<file path="src/hw/rtl/svp_pkg.sv">
// ----------------------------------------------------------------------------
// svp_pkg
// Shared types and codes of the sample voice player.
// ----------------------------------------------------------------------------
package svp_pkg;

    localparam logic [1:0] FUNC_TICK  = 2'd0;
    localparam logic [1:0] FUNC_EVENT = 2'd1;
    localparam logic [1:0] FUNC_WRITE = 2'd2;

    localparam logic [1:0] MODE_TRIGGER = 2'd0;
    localparam logic [1:0] MODE_GATE    = 2'd1;
    localparam logic [1:0] MODE_ONESHOT = 2'd2;

    localparam logic [2:0] CFG_PLAY_MODE     = 3'd0;
    localparam logic [2:0] CFG_REVERSE       = 3'd1;
    localparam logic [2:0] CFG_LOOP_ENABLE   = 3'd2;
    localparam logic [2:0] CFG_SPEED         = 3'd3;
    localparam logic [2:0] CFG_RATE_RATIO    = 3'd4;
    localparam logic [2:0] CFG_VOLUME        = 3'd5;
    localparam logic [2:0] CFG_SAMPLE_LENGTH = 3'd6;
    localparam logic [2:0] CFG_CHANNEL_COUNT = 3'd7;

    typedef enum logic [3:0] {
        ST_IDLE,
        ST_ZOUT,
        ST_MOD,
        ST_DIV,
        ST_RD0,
        ST_RD1,
        ST_RD2,
        ST_RD3,
        ST_CAP,
        ST_MUL1,
        ST_MUL2,
        ST_OUT
    } state_t;

    typedef struct packed {
        logic       accept;
        logic       mod_start;
        logic       div_step;
        logic       rd_en;
        logic [1:0] rd_sel;
        logic       cap_en;
        logic [1:0] cap_sel;
        logic       mul1;
        logic       mul2;
        logic       out_load;
        logic       out_zero;
    } cmd_t;

    typedef struct packed {
        logic is_playing;
        logic need_div;
        logic div_last;
        logic out_free;
    } status_t;

endpackage

</file>
<file path="src/hw/rtl/svp_ctrl.sv">
// ----------------------------------------------------------------------------
// svp_ctrl
// Sequencer of the voice: accepts items, steps reads and arithmetic.
// ----------------------------------------------------------------------------
module svp_ctrl (
    input  logic            aclk,
    input  logic            aresetn,
    input  logic            s_valid,
    input  logic [1:0]      s_func,
    output logic            s_ready,
    input  svp_pkg::status_t st,
    output svp_pkg::cmd_t    cmd
);
    import svp_pkg::*;

    state_t state_reg, state_next;

    always_ff @(posedge aclk) begin
        if (!aresetn) begin
            state_reg <= ST_IDLE;
        end else begin
            state_reg <= state_next;
        end
    end

    always_comb begin
        state_next = state_reg;
        cmd        = '0;
        s_ready    = 1'b0;
        case (state_reg)
            ST_IDLE: begin
                s_ready = 1'b1;
                if (s_valid) begin
                    cmd.accept = 1'b1;
                    if (s_func == FUNC_TICK) begin
                        state_next = st.is_playing ? ST_MOD : ST_ZOUT;
                    end
                end
            end
            ST_ZOUT: begin
                if (st.out_free) begin
                    cmd.out_load = 1'b1;
                    cmd.out_zero = 1'b1;
                    state_next   = ST_IDLE;
                end
            end
            ST_MOD: begin
                cmd.mod_start = 1'b1;
                state_next    = st.need_div ? ST_DIV : ST_RD0;
            end
            ST_DIV: begin
                cmd.div_step = 1'b1;
                if (st.div_last) begin
                    state_next = ST_RD0;
                end
            end
            ST_RD0: begin
                cmd.rd_en  = 1'b1;
                cmd.rd_sel = 2'd0;
                state_next = ST_RD1;
            end
            ST_RD1: begin
                cmd.rd_en   = 1'b1;
                cmd.rd_sel  = 2'd1;
                cmd.cap_en  = 1'b1;
                cmd.cap_sel = 2'd0;
                state_next  = ST_RD2;
            end
            ST_RD2: begin
                cmd.rd_en   = 1'b1;
                cmd.rd_sel  = 2'd2;
                cmd.cap_en  = 1'b1;
                cmd.cap_sel = 2'd1;
                state_next  = ST_RD3;
            end
            ST_RD3: begin
                cmd.rd_en   = 1'b1;
                cmd.rd_sel  = 2'd3;
                cmd.cap_en  = 1'b1;
                cmd.cap_sel = 2'd2;
                state_next  = ST_CAP;
            end
            ST_CAP: begin
                cmd.cap_en  = 1'b1;
                cmd.cap_sel = 2'd3;
                state_next  = ST_MUL1;
            end
            ST_MUL1: begin
                cmd.mul1   = 1'b1;
                state_next = ST_MUL2;
            end
            ST_MUL2: begin
                cmd.mul2   = 1'b1;
                state_next = ST_OUT;
            end
            ST_OUT: begin
                if (st.out_free) begin
                    cmd.out_load = 1'b1;
                    state_next   = ST_IDLE;
                end
            end
            default: begin
                state_next = ST_IDLE;
            end
        endcase
    end

endmodule

</file>
<file path="config.mk">
export PLATFORM = sky130hd
export DESIGN_NAME = svp_ctrl
export DESIGN_NICKNAME = d
export VERILOG_FILES = /design/src/hw/rtl/svp_pkg.sv /design/src/hw/rtl/svp_ctrl.sv
export SDC_FILE = /design/constraint.sdc
export NUM_CORES = 1
export LEC_CHECK = 0
export ABC_AREA = 1
export BUFFER_PORTS_ARGS = -buffer_cell sky130_fd_sc_hd__buf_4
export CAP_MARGIN = 20
export CORE_AREA = 5 5 42 44
export DETAILED_ROUTE_END_ITERATION = 8
export DIE_AREA = 0 0 47 49
export PLACE_DENSITY = 0.57
export SLEW_MARGIN = 20
export SYNTH_ARGS = -nofsm -noshare
export SYNTH_HDL_FRONTEND = slang
export SYNTH_SLANG_ARGS = --single-unit
</file>
<file path="constraint.sdc">
create_clock -name aclk -period 2.8 [get_ports aclk]
set_input_delay 0.14 -clock aclk [delete_from_list [all_inputs] [get_ports aclk]]
set_output_delay 0.14 -clock aclk [all_outputs]
set_load 0.01 [all_outputs]
</file>
# Word-level counts from Yosys, hierarchy flattened
# Index checks and enable logic that the tools add are counted.
[classes]
n_eq_ne = 15
n_mux = 20
reduce_logical = 4
[ops]
columns = ["op", "n"]
rows = [
  ["4-bit one-hot mux with 11 select lines", 1],
  ["3-bit one-hot mux with 4 select lines", 2],
  ["4-bit by 3-bit == test with 1-bit output, second input constant", 4],
  ["4-bit == test, second input constant", 4],
  ["4-bit two-way mux", 4],
  ["1-bit two-way mux", 9],
  ["4-bit by 2-bit == test with 1-bit output, second input constant", 2],
  ["2-bit != test, second input constant", 3],
  ["4-bit by 1-bit == test with 1-bit output, second input constant", 1],
  ["4-bit logical NOT", 1],
  ["2-bit two-way mux", 2],
  ["4-bit AND reduction", 1],
  ["3-bit two-way mux", 1],
  ["2-bit logical NOT", 1],
  ["2-bit by 1-bit != test with 1-bit output, second input constant", 1],
  ["1-bit one-hot mux with 2 select lines", 1],
  ["2-bit OR reduction", 1],
]
[totals]
register_bits = 4
inputBits = 9
wordCells = 40

# Logic depth before layout (Yosys ltp)
# Gate-level depths: netlist (run 1).
[logic_depth]
word_depth = 4
mapped_depth = 9
ltp_nobuf = 9

# Worst setup path before layout (run 1)
# No wires, ideal clock.
[synth_path]
path_kind = "register -> output"
startpoint = "register state_reg[0]"
endpoint = "output cmd[6] (netlist name)"
t_arrival_ns = 1.104
t_required_ns = 2.660
slack_ns = 1.556
path_stages_with_launch = 5
cell_sequence = "dfxtp_1 > inv_1 > nand2_1 > o21ai_0 > or2_2"
[synth_rtl]
columns = ["element", "line", "rtl"]
rows = [
  ["start: declaration", "svp_ctrl.sv:16", "state_t state_reg, state_next;"],
  ["start signal: assignment", "svp_ctrl.sv:22", "state_reg <= state_next;"],
  ["end: declaration", "svp_ctrl.sv:12", "output svp_pkg::cmd_t cmd"],
]

==> out/qor.log, run 1 <==
[sta] Slew @ Worst Pin 266.8 ps
[synthesis] Synth Area per Inst 5.144 um2
[cts] Num CTS Buffers 3
[floorplanning] I/O pin count 23
[worst_setup_path] category of the most critical setup path reg -> out
[detailed_routing] vias after detailed routing 485
[detailed_routing] first-pass iteration count of the detailed router 4
[sta] Min Clock Period, post-route 1595 ps
[finish] layout overhead on the synthesized area 56.08%
[finish] Core Util, Final 41.25%
[grt] overflow left after global routing 0
[finish] Final Instance Area 578.1 um2
[worst_setup_path] crit end category output pin
[grt] GR met1 Demand/Resource 12.53%
[floorplanning] number of rows created at floorplan 14
[worst_setup_path] Critical Path AT 1460 ps
[place] half-perimeter wire length after placement 853.9 um
[floorplanning] die extent in x 47 um
[grt] via count of the first global-routing pass 425
[flow_run] Max-Cap Viols 0
[finish] final net count 108
[cts] clock latency of the later-clocked register in the worst-skew pair 230 ps
[cts] number of setup buffers added after CTS 0
[finish] register area 80.08 um2
[place] post-place instance area 555.5 um2
[floorplanning] area inside the core boundary 1401 um2
[detailed_routing] Via density 4.292
[finish] number of inserted filler cells in the final layout 169
[run_status] run status finished, final reports clean
[synthesis] synth unique cells 12
[sta] maximum achievable frequency 0.6270 GHz
[detailed_routing] total wire length after detailed routing 983 um
[grt] Global Route met2 Usage 14.71%
[min_path] Min-Delay Path Class in -> reg
[synthesis] Netlist Area Pre-Place 370.4 um2
[sta] relative slew slack 82.19%
[grt] met3 global-route usage 2.583%
[cts] Reg clk slew, reported paths 40 ps
[sta] number of endpoints failing setup at the final stage 0
[cts] htree depth 1
[sta] Period Utilization, post-route 56.96%
[detailed_routing] DRT antenna net count 0
[sta] setup TNS 0 ps
[sta] setup repair after global routing missed its margin no
[power] standby leakage power 0.3389 nW
[grt] pin count of the biggest net entering global routing 8
[detailed_routing] average detailed-routed wire length per instance 8.699 um
[floorplanning] die extent in y 49 um
[place] IO Port Bufs 22
[cts] CTS tree done
[worst_setup_path] critical path startpoint category flip-flop
[floorplanning] effective utilization at floorplan 26.43%
[cts] Clk Tree Root Cell sky130_fd_sc_hd__clkbuf_4
[sta] total count of max-transition violations in the final report 0
[power] sum of internal, switching and leakage power 0.4673 mW
[detailed_routing] initial DRC count 10
[floorplanning] die area 2303 um2
[grt] wire length of the first global-routing pass 1690 um
[place] final weighted congestion in routability-driven placement 0.7283
[cts] CTS sink count 4
[synthesis] sequential fraction of the synthesis area 21.62%
[worst_setup_path] Worst Path Max Fanout 7
[power] Pwr Density 808.5 nW/um2
[synthesis] Post-Synthesis Net Count 81
[finish] area taken by multi-input logic gates 237.7 um2
[finish] antenna diode instance count 0
[sta] Hold Fails Final Rpt 0
[finish] Largest register FFs 4
[grt] number of antenna violations at the first check in global routing 0
[synthesis] post-synthesis cell count 72
[power] largest voltage drop on the vdd net 0.0004178 V
[sta] final worst setup slack 1205 ps
[synthesis] flip-flop and latch count after synthesis 4
[finish] proportion of layout cells with a drive suffix above 1 29.90%
[sta] clock skew after layout 1.493 ps
[synthesis] Syn. warnings 0
[cts] largest buffer count on any clock path 2
[cts] number of gates resized after cts 0
[cts] # hold bufs at CTS 0
[place] post-placement worst setup slack 1446 ps
[detailed_routing] post-route DRC violation count 0
[grt] highest-utilization routing layer at the global route stage met2
[grt] overall track demand over capacity in global routing 9.718%
[worst_setup_path] WP data required 2660 ps
## kinds of logic after synthesis
group,after synthesis,synth area share (%)
buffers and inverters,14,14.19
AO/OA/AOI/OAI,7,9.458
flip-flops,4,21.62
AND/OR/NAND/NOR,47,54.73
## Yosys cell counts, drive strengths merged
library cell,n,area [um2]
nand2,20,80.07
nand3,7,35.03
a21oi,4,20.02
nor2,15,58.81
or2,1,6.260
inv,14,52.55
dfxtp,4,80.08
nand3b,1,7.510
o21ai,3,15.01
nor3,3,15.01
## report_power, final
part           internal, mW  switching, mW
Sequential           0.0739         0.0239
Clock                0.0477         0.0207
Combinational         0.125          0.176
## layout make-up
| cell class | count | area share, % |
|---|---|---|
| flip-flops and latches | 4 | 13.85 |
| repair buffers | 22 | 28.57 |
| well taps | 16 | 3.463 |
| inverters | 14 | 9.091 |
| clock buffers | 3 | 3.896 |
| multi-input cells | 54 | 41.13 |
## critical path, cell delays in order (launching register included)
cell and delay [ps]:
sky130_fd_sc_hd__dfxtp_1 430, sky130_fd_sc_hd__inv_1 100, sky130_fd_sc_hd__nand2_1 150, sky130_fd_sc_hd__o21ai_0 130, sky130_fd_sc_hd__or2_2 280, sky130_fd_sc_hd__buf_4 140
## routing by layer
layer	part of all wire, %	vias to the layer above
met1	41	207
met2	53	7
met5	0	-
met4	0	0
li1	-	271
met3	5.8	0
## cells in the final DEF (no fill, tap or decap)
cell	count
sky130_fd_sc_hd__o21ai_0	3
sky130_fd_sc_hd__nand3b_1	1
sky130_fd_sc_hd__a21oi_1	4
sky130_fd_sc_hd__or2_2	1
sky130_fd_sc_hd__nand2_1	18
sky130_fd_sc_hd__nand3_1	7
sky130_fd_sc_hd__nor2_2	1
sky130_fd_sc_hd__clkbuf_4	3
sky130_fd_sc_hd__nor2_1	14
sky130_fd_sc_hd__dfxtp_1	4
sky130_fd_sc_hd__nand2_2	2
sky130_fd_sc_hd__nor3_1	3
sky130_fd_sc_hd__inv_1	14
sky130_fd_sc_hd__buf_4	22
## per-stage QoR
stage	std cells	hold slack, ps
global placement	110	424.5
CTS	113	175.8
finish	113	183.4
floorplan	72	311.1
detailed placement	110	421.5
global route	113	206.5
## final timing paths
path	start	endpoint	slack, ps	depth (start not counted)
worst max-delay path	state_reg[0]$_SDFFE_PN0P_	cmd[6]	1200	5
worst min register to register	state_reg[3]$_SDFFE_PN0P_	state_reg[3]$_SDFFE_PN0P_	500	2
worst max register to register	state_reg[0]$_SDFFE_PN0P_	state_reg[3]$_SDFFE_PN0P_	1560	7
worst min-delay path	aresetn	state_reg[3]$_SDFFE_PN0P_	180	3
(Power assumes the default switching activity.)
==> inputs of run 2 (changes only) <==
- clock period: 2.8 -> 1.6 ns (I/O delays scaled with it)
==> run 2 against run 1 <==
Sequential cell count is the same. Final cell count unchanged. Design area is 0.65% higher. Largest power group unchanged. Critical path depth unchanged. Wire length grew 6.5%. Sequential share of layout area rose by 0.13 points. Register-to-register slack got worse by 1200 ps. First-iteration DRC count up 20%. Worst hold slack lost 58 ps. Critical endpoint unchanged. Non-clock buffer count did not move.
==> out/qor.log, run 2 (same netlist as run 1, synthesis figures left out) <==
[min_path] hold path startpoint aresetn
[finish] layout overhead on the synthesized area 57.09%
[cts] CTS tree done
[floorplanning] number of rows created at floorplan 14 [unchanged]
[min_path] Min-Delay Path Class in -> reg
[sta] setup repair after global routing missed its margin no
[finish] non-filler cells in the finished layout 113 [unchanged]
[finish] number of inserted filler cells in the final layout 151 [-11%]
[sta] setup TNS 0 ps [unchanged]
[floorplanning] die extent in x 47 um [unchanged]
[place] half-perimeter wire length after placement 907.7 um [+6.3%]
[grt] overflow left after global routing 0 [unchanged]
[floorplanning] effective utilization at floorplan 26.43% [unchanged]
[place] post-placement worst setup slack 280.5 ps [-1165 ps]
[worst_setup_path] worst setup path startpoint state_reg[3]$_SDFFE_PN0P_
[power] switching power of the nets 0.3889 mW [+76%]
[power] largest voltage drop on the vdd net 0.0006945 V [+66%]
[detailed_routing] vias after detailed routing 488 [+0.62%]
[sta] relative slew slack 83.07% [+0.88 points]
[flow_run] Max-Cap Viols 0 [unchanged]
[grt] wire length of the first global-routing pass 1718 um [+1.7%]
[power] standby leakage power 0.3397 nW [+0.24%]
[detailed_routing] average detailed-routed wire length per instance 9.265 um [+6.5%]
[sta] number of endpoints failing setup at the final stage 0 [unchanged]
[finish] area taken by multi-input logic gates 240.2 um2 [+1.1%]
[sta] final worst setup slack 130.2 ps [-1075 ps]
[detailed_routing] Via density 4.319 [+0.62%]
[detailed_routing] DRT antenna net count 0 [unchanged]
[sta] total count of max-transition violations in the final report 0 [unchanged]
[grt] met3 global-route usage 2.214% [-0.37 points]
[sta] maximum achievable frequency 0.6804 GHz
[grt] GR met1 Demand/Resource 12.53% [unchanged]
[run_status] run status finished, final reports clean
[sta] Slew @ Worst Pin 253.7 ps [-13.15 ps]
[place] IO Port Bufs 22 [unchanged]
[worst_setup_path] WP data required 1520 ps [-1140 ps]
[cts] htree depth 1 [unchanged]
[sta] Min Clock Period, post-route 1470 ps
[power] combinational share of power 64.2% [-0.2 points]
[finish] antenna diode instance count 0 [unchanged]
[finish] final net count 108 [unchanged]
[worst_setup_path] Critical Path AT 1390 ps [-70 ps]
[power] switching fraction of total power 47.17% [about the same]
[grt] pin count of the biggest net entering global routing 8 [unchanged]
[sta] Hold Fails Final Rpt 0 [unchanged]
[cts] largest buffer count on any clock path 2 [unchanged]
[power] Pwr Density 1417 nW/um2 [+75%]
[cts] Num CTS Buffers 3 [unchanged]
[place] total placed cells including tap cells 110 [unchanged]
[grt] overall track demand over capacity in global routing 10.07% [+0.35 points]
[worst_setup_path] category of the most critical setup path reg -> out
[finish] most common cell after layout, fill and taps aside sky130_fd_sc_hd__buf_4
[finish] leading cell types in the layout, fill and taps excluded 22 x sky130_fd_sc_hd__buf_4, 17 x sky130_fd_sc_hd__nand2_1, 14 x sky130_fd_sc_hd__inv_1, 14 x sky130_fd_sc_hd__nor2_1, 7 x sky130_fd_sc_hd__nand3_1
[floorplanning] die area 2303 um2 [unchanged]
[worst_setup_path] crit end category output pin
[power] Internal Power 0.4357 mW [+76%]
[power] Clock Power Share 14.5% [about the same]
[floorplanning] I/O pin count 23 [unchanged]
[grt] highest-utilization routing layer at the global route stage met2
[detailed_routing] initial DRC count 12 [+2]
[power] sum of internal, switching and leakage power 0.8246 mW [+76%]
[worst_setup_path] worst r2r src state_reg[3]$_SDFFE_PN0P_
[place] final weighted congestion in routability-driven placement 0.7030 [-3.5%]
[detailed_routing] post-route DRC violation count 0 [unchanged]
[cts] number of gates resized after cts 0 [unchanged]
[sta] clock skew after layout 2.174 ps [+0.6809 ps]
[cts] Clk Tree Root Cell sky130_fd_sc_hd__clkbuf_4
[finish] Largest register FFs 4 [unchanged]
[power] fraction of power consumed by sequential logic 21.3% [+0.4 points]
[cts] number of setup buffers added after CTS 0 [unchanged]
[detailed_routing] first-pass iteration count of the detailed router 4 [unchanged]
[grt] Global Route met2 Usage 15.38% [+0.68 points]
[grt] via count of the first global-routing pass 437 [+2.8%]
[cts] # hold bufs at CTS 0 [unchanged]
[finish] proportion of layout cells with a drive suffix above 1 31.96% [+2.1 points]
[cts] CTS sink count 4 [unchanged]
[sta] worst hold slack across all endpoints 125.6 ps [-57.80 ps]
[grt] number of antenna violations at the first check in global routing 0 [unchanged]
[floorplanning] die extent in y 49 um [unchanged]
[sta] Period Utilization, post-route 91.86%
[worst_setup_path] Worst Path Max Fanout 7 [unchanged]
[floorplanning] area inside the core boundary 1401 um2 [unchanged]
[worst_setup_path] critical path startpoint category flip-flop
[cts] clock latency of the later-clocked register in the worst-skew pair 230 ps [about the same]
[detailed_routing] total wire length after detailed routing 1047 um [+6.5%]
[cts] Reg clk slew, reported paths 40 ps [about the same]
[finish] register area 81.33 um2 [+1.6%]
-- run 2: changes by cell type in the layout (fill, tap and decap cells not counted) --
| cell | change |
|---|---|
| sky130_fd_sc_hd__dfxtp_1 | -1 |
| sky130_fd_sc_hd__nand2_2 | +1 |
| sky130_fd_sc_hd__nand2_1 | -1 |
| sky130_fd_sc_hd__dfxtp_2 | +1 |
-- run 2: worst paths after layout --
kind,cells after the start,slack (ps),to
setup / recovery,5,130,cmd[6]
hold / removal,3,130,state_reg[3]$_SDFFE_PN0P_
setup reg to reg,7,350,state_reg[0]$_SDFFE_PN0P_
hold reg to reg,2,520,state_reg[3]$_SDFFE_PN0P_
-- run 2: metrics by stage --
step / utilization, % / instance area (um2)
after floorplan: - / 370.4
after global placement: 39.64 / 555.5
after detailed placement: 39.64 / 555.5
after CTS: 41.25 / 578.1
after global routing: 41.52 / 581.8
final: 41.52 / 581.8
-- run 2: critical path, cell delays in order (launching register included) --
cell	delay, ps
sky130_fd_sc_hd__dfxtp_1	390
sky130_fd_sc_hd__inv_1	60
sky130_fd_sc_hd__nand2_1	170
sky130_fd_sc_hd__o21ai_0	130
sky130_fd_sc_hd__or2_2	280
sky130_fd_sc_hd__buf_4	140
-- run 2: power groups by stage --
stage                     clock, mW  combinational, mW  sequential [mW]
after CTS                     0.128              0.534            0.172
final                         0.119              0.529            0.176
after floorplan                   0              0.353            0.161
after global placement            0              0.533            0.177
after global routing          0.134              0.608            0.183
after detailed placement          0              0.532            0.175
-- run 2: layer usage --
layer / wire length [um] / vias to the layer above
li1: - / 273
met5: 0 / -
met4: 0 / 0
met2: 554 / 10
met1: 434 / 205
met3: 58 / 0
-- run 2: final cells by class --
type,count,share of cell area (%)
inverter,14,9.032
sequential,4,13.98
multi-input combinational,54,41.29
tap,16,3.441
timing repair buffer,22,28.39
clock buffer,3,3.871
==> inputs of run 3 (changes only) <==
- BUFFER_PORTS_ARGS: -buffer_cell sky130_fd_sc_hd__buf_4 -> -buffer_cell sky130_fd_sc_hd__clkbuf_2
- CORE_AREA: 5 5 42 44 -> 3 3 40 42
- DIE_AREA: 0 0 47 49 -> 0 0 43 45
- MAX_ROUTING_LAYER: default -> met4
==> run 3 against run 2 <==
Wire length shrank 4.8%. Power shrank 5.1%. Sequential share of layout area grew 1.6 points. Clock power is essentially flat. Register-to-register slack is essentially flat. Critical path depth grew 2. Via count grew 2.7%.
==> out/qor.log, run 3 (same netlist as run 1, synthesis figures left out) <==
[sta] Min Clock Period, post-route 1458 ps [-12.25 ps]
[floorplanning] area inside the core boundary 1285 um2 [-8.3%]
[grt] via count of the first global-routing pass 426 [-2.5%]
[worst_setup_path] Max stage delay on crit path 350 ps [-40 ps]
[finish] proportion of layout cells with a drive suffix above 1 30.93% [-1.0 points]
[place] total placed cells including tap cells 109 [-0.91%]
[worst_setup_path] Crit path buffers/inverters 3 [+1]
[sta] Hold Fails Final Rpt 0 [unchanged]
[cts] number of gates resized after cts 0 [unchanged]
[grt] wire length of the first global-routing pass 1669 um [-2.9%]
[finish] number of inserted filler cells in the final layout 156 [+3.3%]
[place] post-place instance area 499.2 um2 [-10%]
[worst_setup_path] category of the most critical setup path reg -> out
[floorplanning] effective utilization at floorplan 28.82% [+2.4 points]
[detailed_routing] post-route DRC violation count 0 [unchanged]
[cts] largest buffer count on any clock path 2 [unchanged]
[floorplanning] I/O pin count 23 [unchanged]
[grt] number of antenna violations at the first check in global routing 0 [unchanged]
[cts] number of setup buffers added after CTS 0 [unchanged]
[sta] relative slew slack 83.87% [+0.80 points]
[cts] # hold bufs at CTS 0 [unchanged]
[power] largest voltage drop on the vdd net 0.0006378 V [-8.2%]
[floorplanning] die area 1935 um2 [-16%]
[power] Pwr Density 1496 nW/um2 [+5.6%]
[finish] most common cell after layout, fill and taps aside sky130_fd_sc_hd__clkbuf_2
[detailed_routing] DRT antenna net count 0 [unchanged]
[flow_run] Max-Cap Viols 0 [unchanged]
[grt] overflow left after global routing 0 [unchanged]
[sta] number of endpoints failing setup at the final stage 0 [unchanged]
[worst_setup_path] Worst Path Max Fanout 4 [-3]
[place] IO Port Bufs 22 [unchanged]
[power] Clock Power Share 15.2% [+0.7 points]
[worst_setup_path] CP delay by family, top simple AND/OR/NAND/NOR gates
[finish] leading cell types in the layout, fill and taps excluded 22 x sky130_fd_sc_hd__clkbuf_2, 18 x sky130_fd_sc_hd__nand2_1, 14 x sky130_fd_sc_hd__inv_1, 14 x sky130_fd_sc_hd__nor2_1, 7 x sky130_fd_sc_hd__nand3_1
[worst_setup_path] sequence of cells on the critical path inv_1 -> nand2_1 -> inv_1 -> nand2_1 -> o21ai_0 -> or2_2 -> clkbuf_2
[detailed_routing] average detailed-routed wire length per instance 8.902 um [-3.9%]
[sta] Period Utilization, post-route 91.10% [-0.77 points]
[sta] setup TNS 0 ps [unchanged]
[run_status] run status finished, final reports clean
[worst_setup_path] highest-delay cell along the critical path sky130_fd_sc_hd__dfxtp_1
[floorplanning] die extent in y 45 um [-8.2%]
[power] Internal Power 0.3915 mW [-10%]
[grt] pin count of the biggest net entering global routing 8 [unchanged]
[cts] Clk Tree Root Cell sky130_fd_sc_hd__clkbuf_4
[power] standby leakage power 0.3232 nW [-4.9%]
[floorplanning] die extent in x 43 um [-8.5%]
[cts] CTS tree done
[power] combinational share of power 62.5% [-1.7 points]
[detailed_routing] Via density 4.473 [+3.6%]
[place] half-perimeter wire length after placement 867.6 um [-4.4%]
[sta] total count of max-transition violations in the final report 0 [unchanged]
[cts] htree depth 1 [unchanged]
[finish] antenna diode instance count 0 [unchanged]
[grt] overall track demand over capacity in global routing 11.84% [+1.8 points]
[worst_setup_path] critical path startpoint category flip-flop
[power] fraction of power consumed by sequential logic 22.3% [+1.0 points]
[power] switching power of the nets 0.3912 mW [+0.57%]
[min_path] Min-Delay Path Class in -> reg
[finish] Largest register FFs 4 [unchanged]
[sta] setup repair after global routing missed its margin no
[cts] Reg clk slew, reported paths 40 ps [about the same]
[worst_setup_path] Critical Path AT 1380 ps [about the same]
[power] sum of internal, switching and leakage power 0.7826 mW [-5.1%]
[detailed_routing] total wire length after detailed routing 997 um [-4.8%]
[sta] maximum achievable frequency 0.6861 GHz [+0.84%]
[finish] layout overhead on the synthesized area 41.22%
[cts] Num CTS Buffers 3 [unchanged]
[worst_setup_path] crit end category output pin
[detailed_routing] vias after detailed routing 501 [+2.7%]
[sta] Slew @ Worst Pin 239.3 ps [-14.32 ps]
[place] final weighted congestion in routability-driven placement 0.7250 [+3.1%]
[detailed_routing] initial DRC count 7 [-5]
[sta] clock skew after layout 3.125 ps [+0.9510 ps]
[cts] CTS sink count 4 [unchanged]
[power] switching fraction of total power 49.98% [+2.8 points]
[finish] non-filler cells in the finished layout 112 [-0.88%]
[cts] clock latency of the later-clocked register in the worst-skew pair 230 ps [about the same]
[finish] final net count 108 [unchanged]
[finish] Final Instance Area 523.0 um2 [-10%]
[detailed_routing] first-pass iteration count of the detailed router 2 [-2]
[worst_setup_path] WP data required 1520 ps [about the same]
[floorplanning] number of rows created at floorplan 13 [-1]
-- run 3: cell types whose count changed in the layout (fill, tap and decap cells not counted) --
cell	previous run	this run
sky130_fd_sc_hd__clkbuf_2	0	22
sky130_fd_sc_hd__nand2_1	17	18
sky130_fd_sc_hd__nand2_2	3	2
sky130_fd_sc_hd__buf_4	22	0
-- run 3: final cells by class --
class | instances | area [um2] | area share [%]
flip-flops and latches | 4 | 81.33 | 15.55
multi-input cells | 54 | 237.7 | 45.45
inverters | 14 | 52.55 | 10.05
repair buffers | 22 | 110.1 | 21.05
clock buffers | 3 | 22.52 | 4.306
well taps | 15 | 18.77 | 3.589
-- run 3: routing by layer --
| layer | vias to the layer above | GRT usage, % | wire length (um) |
|---|---|---|---|
| met2 | 11 | 18.56 | 489 |
| li1 | 274 | - | - |
| met5 | - | - | 0 |
| met3 | 0 | 4.382 | 57 |
| met1 | 216 | 13.49 | 451 |
| met4 | 0 | 5.422 | 0 |
-- run 3: worst min-delay path: stages --
cell	delay, ps
sky130_fd_sc_hd__clkbuf_2	70
sky130_fd_sc_hd__inv_1	60
sky130_fd_sc_hd__a21oi_1	110
-- run 3: through the flow --
stage	hold WS, ps	utilization, %	setup slack (ps)
after floorplan	247.1	-	415.5
after global placement	362.3	38.85	294.0
after detailed placement	368.2	38.85	320.7
after CTS	125.0	40.60	70.47
after global routing	154.6	40.70	29.73
final	132.7	40.70	142.5
-- run 3: final timing paths --
kind	slack, ps	to	cells after the start	from
min reg2reg	510	state_reg[0]$_SDFFE_PN0P_	2	state_reg[0]$_SDFFE_PN0P_
max reg2reg	340	state_reg[1]$_SDFFE_PN0P_	7	state_reg[3]$_SDFFE_PN0P_
max	140	cmd[6]	7	state_reg[2]$_SDFFE_PN0P_
min	130	state_reg[3]$_SDFFE_PN0P_	3	aresetn
-- run 3: power groups by stage --
stage / logic, mW / clock network, mW / registers, mW
6_report: 0.489 / 0.119 / 0.175
5_1_grt: 0.559 / 0.132 / 0.185
4_1_cts: 0.489 / 0.126 / 0.170
3_5_place_dp: 0.487 / 0 / 0.172
3_3_place_gp: 0.490 / 0 / 0.176
2_1_floorplan: 0.353 / 0 / 0.161
